--- config.mk ---
export PLATFORM = sky130hd
export DESIGN_NAME = ssim_front
export DESIGN_NICKNAME = d
export VERILOG_FILES = /design/src/hw/rtl/ssim_pkg.sv /design/src/hw/rtl/ssim_front.sv
export SDC_FILE = /design/constraint.sdc
export NUM_CORES = 1
export LEC_CHECK = 0
export BUFFER_PORTS_ARGS = -buffer_cell sky130_fd_sc_hd__buf_2
export CAP_MARGIN = 20
export CORE_ASPECT_RATIO = 1.25
export CORE_MARGIN = 1.5
export CORE_UTILIZATION = 47
export CTS_CLUSTER_SIZE = 8
export DETAILED_ROUTE_END_ITERATION = 6
export HOLD_SLACK_MARGIN = 0.05
export PLACE_DENSITY = 0.73
export SLEW_MARGIN = 40
export SYNTH_ARGS = -nofsm -noshare
export SYNTH_HDL_FRONTEND = slang
export SYNTH_SLANG_ARGS = --single-unit
--- constraint.sdc ---
create_clock -name i_clk -period 5.4 [get_ports i_clk]
set_input_delay 0.81 -clock i_clk [delete_from_list [all_inputs] [get_ports i_clk]]
set_output_delay 0.81 -clock i_clk [all_outputs]
set_load 0.02 [all_outputs]
--- src/hw/rtl/ssim_pkg.sv ---
// Shared types, codes and default sizes for the sparse-set index map.
package ssim_pkg;

    localparam int MaxEntities = 1024;
    localparam int DenseDepth  = 1024;
    localparam int SlotW       = 10;
    localparam int IndexW      = 32;
    localparam int TagW        = 32;
    localparam int CountW      = 11;
    localparam int QDepth      = 2;

    typedef enum logic [1:0] {
        MODE_INSERT = 2'd0,
        MODE_REMOVE = 2'd1,
        MODE_FIND   = 2'd2,
        MODE_BIND   = 2'd3
    } t_mode;

    typedef enum logic [2:0] {
        ST_OK      = 3'd0,
        ST_PRESENT = 3'd1,
        ST_RANGE   = 3'd2,
        ST_FULL    = 3'd3,
        ST_ABSENT  = 3'd4,
        ST_SLOT    = 3'd5
    } t_status;

    typedef struct packed {
        logic [1:0]        mode;
        logic [IndexW-1:0] entity_index;
        logic [TagW-1:0]   entity_tag;
        logic [SlotW-1:0]  dense_position;
    } t_in_item;

    typedef struct packed {
        logic [2:0]        status;
        logic [SlotW-1:0]  slot;
        logic              found;
        logic [CountW-1:0] entry_count;
    } t_out_item;

    // Classified command as it waits between front and back.
    typedef struct packed {
        t_in_item item;
        logic     range_err;
    } t_cmd;

    typedef struct packed {
        logic valid;
        t_cmd cmd;
    } t_qhead;

endpackage

--- src/hw/rtl/ssim_front.sv ---
// Front end: accepts command beats, checks the index range, queues them for the back end.
module ssim_front
    import ssim_pkg::*;
#(
    parameter int MAX_ENTITIES = MaxEntities
) (
    input  logic     i_clk,
    input  logic     i_rst_n,
    input  logic     i_start,
    input  t_in_item i_item,
    input  logic     i_pop,
    input  logic     i_hold,
    output logic     o_busy,
    output t_qhead   o_head
);

    localparam int QAW = $clog2(QDepth);
    localparam int QCW = $clog2(QDepth + 1);

    t_cmd             r_q [QDepth];
    logic [QAW-1:0]   r_wr;
    logic [QAW-1:0]   r_rd;
    logic [QCW-1:0]   r_cnt;
    logic             push;
    logic             pop;
    t_cmd             cmd_in;

    assign o_busy = (r_cnt == QCW'(QDepth)) || i_hold;
    assign push   = i_start && !o_busy;
    assign pop    = i_pop && (r_cnt != '0);

    always_comb begin
        cmd_in.item      = i_item;
        // bind checks its slot first, so the back end orders the two errors
        cmd_in.range_err = (i_item.entity_index >= IndexW'(MAX_ENTITIES));
    end

    always_ff @(posedge i_clk) begin
        if (!i_rst_n) begin
            r_wr  <= '0;
            r_rd  <= '0;
            r_cnt <= '0;
        end else begin
            if (push) begin
                r_wr <= (r_wr == QAW'(QDepth - 1)) ? '0 : r_wr + QAW'(1);
            end
            if (pop) begin
                r_rd <= (r_rd == QAW'(QDepth - 1)) ? '0 : r_rd + QAW'(1);
            end
            if (push && !pop) begin
                r_cnt <= r_cnt + QCW'(1);
            end else if (pop && !push) begin
                r_cnt <= r_cnt - QCW'(1);
            end
        end
    end

    always_ff @(posedge i_clk) begin
        if (push) begin
            r_q[r_wr] <= cmd_in;
        end
    end

    assign o_head.valid = (r_cnt != '0);
    assign o_head.cmd   = r_q[r_rd];

endmodule

* After elaboration in Yosys (flattened, before gate mapping)
Memory sizes are Yosys's and may differ from the RTL's. A register that Yosys moved wholly into a read port is not among the register bits.
Index checks and enable logic that the tools add are counted.
** Storage, ports and cells
- Bits in writable memories :: 154
- Input bits :: 81
- Flip-flop bits (word level) :: 4
- Memories kept :: 1
- Output and inout bits :: 79
** Operators by class
- Reduce and logical (&&, ||, !) cells :: 10
- Order comparisons :: 1
- Add/subtract/negate cells :: 4
- Eq/ne operators :: 1
- Mux-type cells :: 8
** Memories
- r_q :: depth 2, width 77, rd ports 1, clocked after memory_dff 1, write ports 1, line ssim_front.sv:20 : t_cmd r_q [QDepth];
** Operator list (number)
- 32-bit by 11-bit greater-or-equal comparator with 1-bit output (second input constant) :: 1
- 1-bit 2-to-1 mux :: 6
- 1-bit logical AND :: 4
- 2-bit 2-to-1 mux :: 2
- 2-bit nonzero test :: 2
- 1-bit logical NOT :: 3
- 1-bit adder (second input constant) :: 2
- 2-bit by 1-bit adder with 2-bit output (second input constant) :: 1
- 2-bit == test (second input constant) :: 1
- 2-bit by 1-bit subtractor with 2-bit output (second input constant) :: 1
- 1-bit logical OR :: 1

* Longest topological paths before layout
- Depth in word-level cells :: 8
- Mapped depth :: 6
- Mapped depth without buffers :: 6

* Worst setup path before layout
Ideal clock, no wire load.
- Path type :: input-to-reg
- From :: in i_hold
- To :: mem r_q[0][0] (netlist bit) (enable)
- Cell stages on the path :: 2
- Required time :: 4.878 ns
- Path slack :: 0.346 ns
- Data arrival time :: 4.532 ns
- Library setup time :: 0.522 ns
- Path through :: nor3b_2 -> nor2b_1
** Between the ends
- Word-level cells in the longest chain between the ends :: 5
** Ends and longest elaborated chain
- start: declaration :: line ssim_front.sv:12 : input logic i_hold,
- 1-bit logical OR :: line ssim_front.sv:28 : assign o_busy = (r_cnt == QCW'(QDepth)) || i_hold;
- 1-bit logical NOT :: line ssim_front.sv:29 : assign push = i_start && !o_busy;
- 1-bit logical AND :: line ssim_front.sv:29
- 1-bit 2-to-1 mux :: line ssim_front.sv:59 : if (push) begin
- 1-bit 2-to-1 mux (implied by the code) :: line ssim_front.sv:60 : r_q[r_wr] <= cmd_in;
- end: declaration :: line ssim_front.sv:20
Every way passes these cells.

==> results.md <==
* Status: complete, no violations
* H-tree depth at 4
* Synth cell count leaders: edfxtp_1, mux2_2, buf_2
* CP cell instances: buf_12 -> mux2_2 -> buf_2
* Pwr Density at between 400 and 500 nW/um^2
* CTS Buffer Depth at 2
* Arrival @ worst endpoint at 1.95 ns
* Crit path max-delay family: flip-flops
* Clock power frac at 32.3%
* Seq cells post-synth at 159
* Dominant cell type by area after synthesis: edfxtp_1
* CTS tree: yes
* Peak supply drop at about 0.3 mV
* Critical Path Fanout Max at 41
* Fin. Hold Viols at 0
* Synth Flop Type: edfxtp_1
* Final Cycle Share at 51.2%
* DRT antenna net count at 0
* Die area at about 13000 um^2
* CP Capture Type: primary output
* HP Class: reg2reg
* Sequential cell area fraction in the yosys report at approximately 81%
* Slew margin rel. at about half
* Internal power at around 0.0025 W
* Max_cap viols at 0
* Antenna diode count at 0
* GRT Util Overall at between 15 and 20%
* Req. time, crit path at roughly 4.6 ns
* Num CTS Buffers at 17
* CP Class: reg2out
* Mapped Avg Cell Area at between 20 and 25 um^2
* Post-Syn Nets at between 300 and 400
* FP Rows at 45
* First drt pass iteration count at 4
* FMAX at roughly 0.36 GHz
* Layout cells sized above 1 at between 50% and 60%
* Initial drt markers at 125
* Comb pwr share at approximately a quarter
* Vias in the first global route at about 3100
* Top cell type's share of synthesized area at 79.4%
* Post-synthesis cell count at 272
* Switching share of power at between 20% and 30%
* Fin Setup TNS at 0 ns
* Post-CTS Setup Bufs at 0
* Hpwl dp at 6820 um
* Final setup fails at 0
* DRC errors left at 0
* Core ar. at roughly 12000 um^2
* Final wirelength at 10100 um
* Clk Latency, worst-skew pair at 0.41 ns
* Routability cong. at about 0.70
* Final nets at approximately 530
* Syn-to-layout area delta at 27.7%
* Largest net degree at the start of global routing at 42
* Hold slack at 0.514 ns
* Share of power burned in registers at between 40% and 50%
* Clk_skew at around 0.0052 ns
* Crit-path max cell delay at a little under 0.7 ns
* Layout Utilization at 61.5%
* RSZ-0062 raised after global routing: no
* Slew @ Worst Pin at roughly 0.7 ns
* Clock Tree Root: clkbuf_16
* Total I/O pin count at between 150 and 200
* CTS sink count at 159
* Die Width at slightly above 100 um
* Async set or reset register ratio after synthesis at 0%
* Via count at ~3100
* Static Leak at about 2.7 nW
* Synth Warn # at 0
* Number of flops mapped to enable cells by yosys at roughly 150
* Count leader, synth: edfxtp_1
* Vias/cell at between 4 and 5
* Post-route minimum period at ~2.8 ns
* Initial Utilization at around half
* Gr ovfl total at 0
* Switching pwr at 0.000984 W
* Library cells used by synthesis at 21
* Hold Buf Count CTS at 0
* Max Slew Vio Count at 0
* Clk slew on worst S/H paths at ~0.060 ns
* Synthesized cell area at 5830 um^2
* Synth area leaders: edfxtp_1, mux2_2, dfxtp_1
* Crit path launch type: register
* Initial antenna violation count at 1
* Port buffer count at between 150 and 200
* Die height at between 100 and 150 um
* Post_cts resized at 0
* CP max-delay cell: dfxtp_4
* First-pass GRT wire length at 15200 um
* Sum of buffers and inverters on the critical path at 2
* WL/cell at ~16 um
==> worst register-to-register path: stages, from the launching register on <==
cell	delay [ns]
dfxtp_1	0.40
nor2b_1	0.09
nor3b_2	0.31
nor2b_4	0.68
buf_4	0.50
==> layer usage <==
metal	vias up	global-route usage, %	share of wire [%]
met5	-	0	0.099
met4	2	7.74	1.8
met3	16	5.20	6.4
met2	99	27.8	54
met1	1508	17.3	38
li1	1441	-	-
==> worst paths after layout <==
check | startpoint | endpoint | slack, ns | depth (start not counted)
max | register | o_head[72] | 2.64 | 3
min reg2reg | r_cnt[1] | r_cnt[1] | 0.51 | 2
min | r_cnt[1] | r_cnt[1] | 0.51 | 2
max reg2reg | r_cnt[0] | r_q[0][18] | 3.05 | 4
==> flip-flops by register name (all words and copies together) (netlist names), named ones only <==
name,cells
r_cnt,2
r_rd,1
r_q,154
r_wr,1
==> cell families after synthesis <==
| kind of cell | count (synthesis) | share of synthesized area [%] |
|---|---|---|
| compound gates | 3 | 0.301 |
| buf+inv | 9 | 0.752 |
| flops | 159 | 81.1 |
| fa+ha+maj | 1 | 0.215 |
| mux | 78 | 15.1 |
| simple gates | 19 | 2.15 |
| xor+xnor | 3 | 0.451 |
==> area by class of cell <==
cell class | instances | area [um^2]
fill | 902 | 4660
tap | 164 | 205
timing repair buffer | 164 | 871
clock buffer | 17 | 425
multi-input combinational | 104 | 1070
sequential | 159 | 4730
clock inverter | 15 | 145
==> layout by cell type, fill, tap and decap left out <==
cell,instances
inv_6,1
nor2b_4,1
mux2i_1,1
nand4_1,1
clkinv_4,3
clkinvlp_4,4
clkinv_1,4
o21ai_0,2
xnor2_1,2
nand2_1,1
buf_4,2
and2_1,3
dfxtp_4,1
nand2b_1,1
buf_12,3
clkinv_2,1
xor2_1,1
or4_1,2
nor4_1,4
or3_1,1
or2_2,2
buf_2,159
clkbuf_16,17
a21boi_0,1
and2_4,1
ha_1,1
nor2b_1,1
edfxtp_1,154
bufinv_16,2
mux2_2,77
dfxtp_1,4
nor3b_2,1
==> metrics by stage <==
stage / setup WS, ns / instances / area, um^2 / total power (W)
floorplan: 0.346 / 272 / 5830 / 0.00213
global placement: 2.59 / 588 / 6810 / 0.00237
detailed placement: 2.56 / 591 / 6870 / 0.00240
CTS: 2.59 / 623 / 7440 / 0.00354
global route: 2.52 / 623 / 7440 / 0.00363
finish: 2.64 / 623 / 7440 / 0.00349
==> power by group through the flow <==
stage / registers, W / logic (W) / clock network, W
finish: 0.00154 / 0.000824 / 0.00113
global route: 0.00156 / 0.000882 / 0.00120
CTS: 0.00154 / 0.000838 / 0.00116
detailed placement: 0.00157 / 0.000834 / 0
global placement: 0.00161 / 0.000766 / 0
floorplan: 0.00153 / 0.000609 / 0
(Power assumes the default switching activity.)
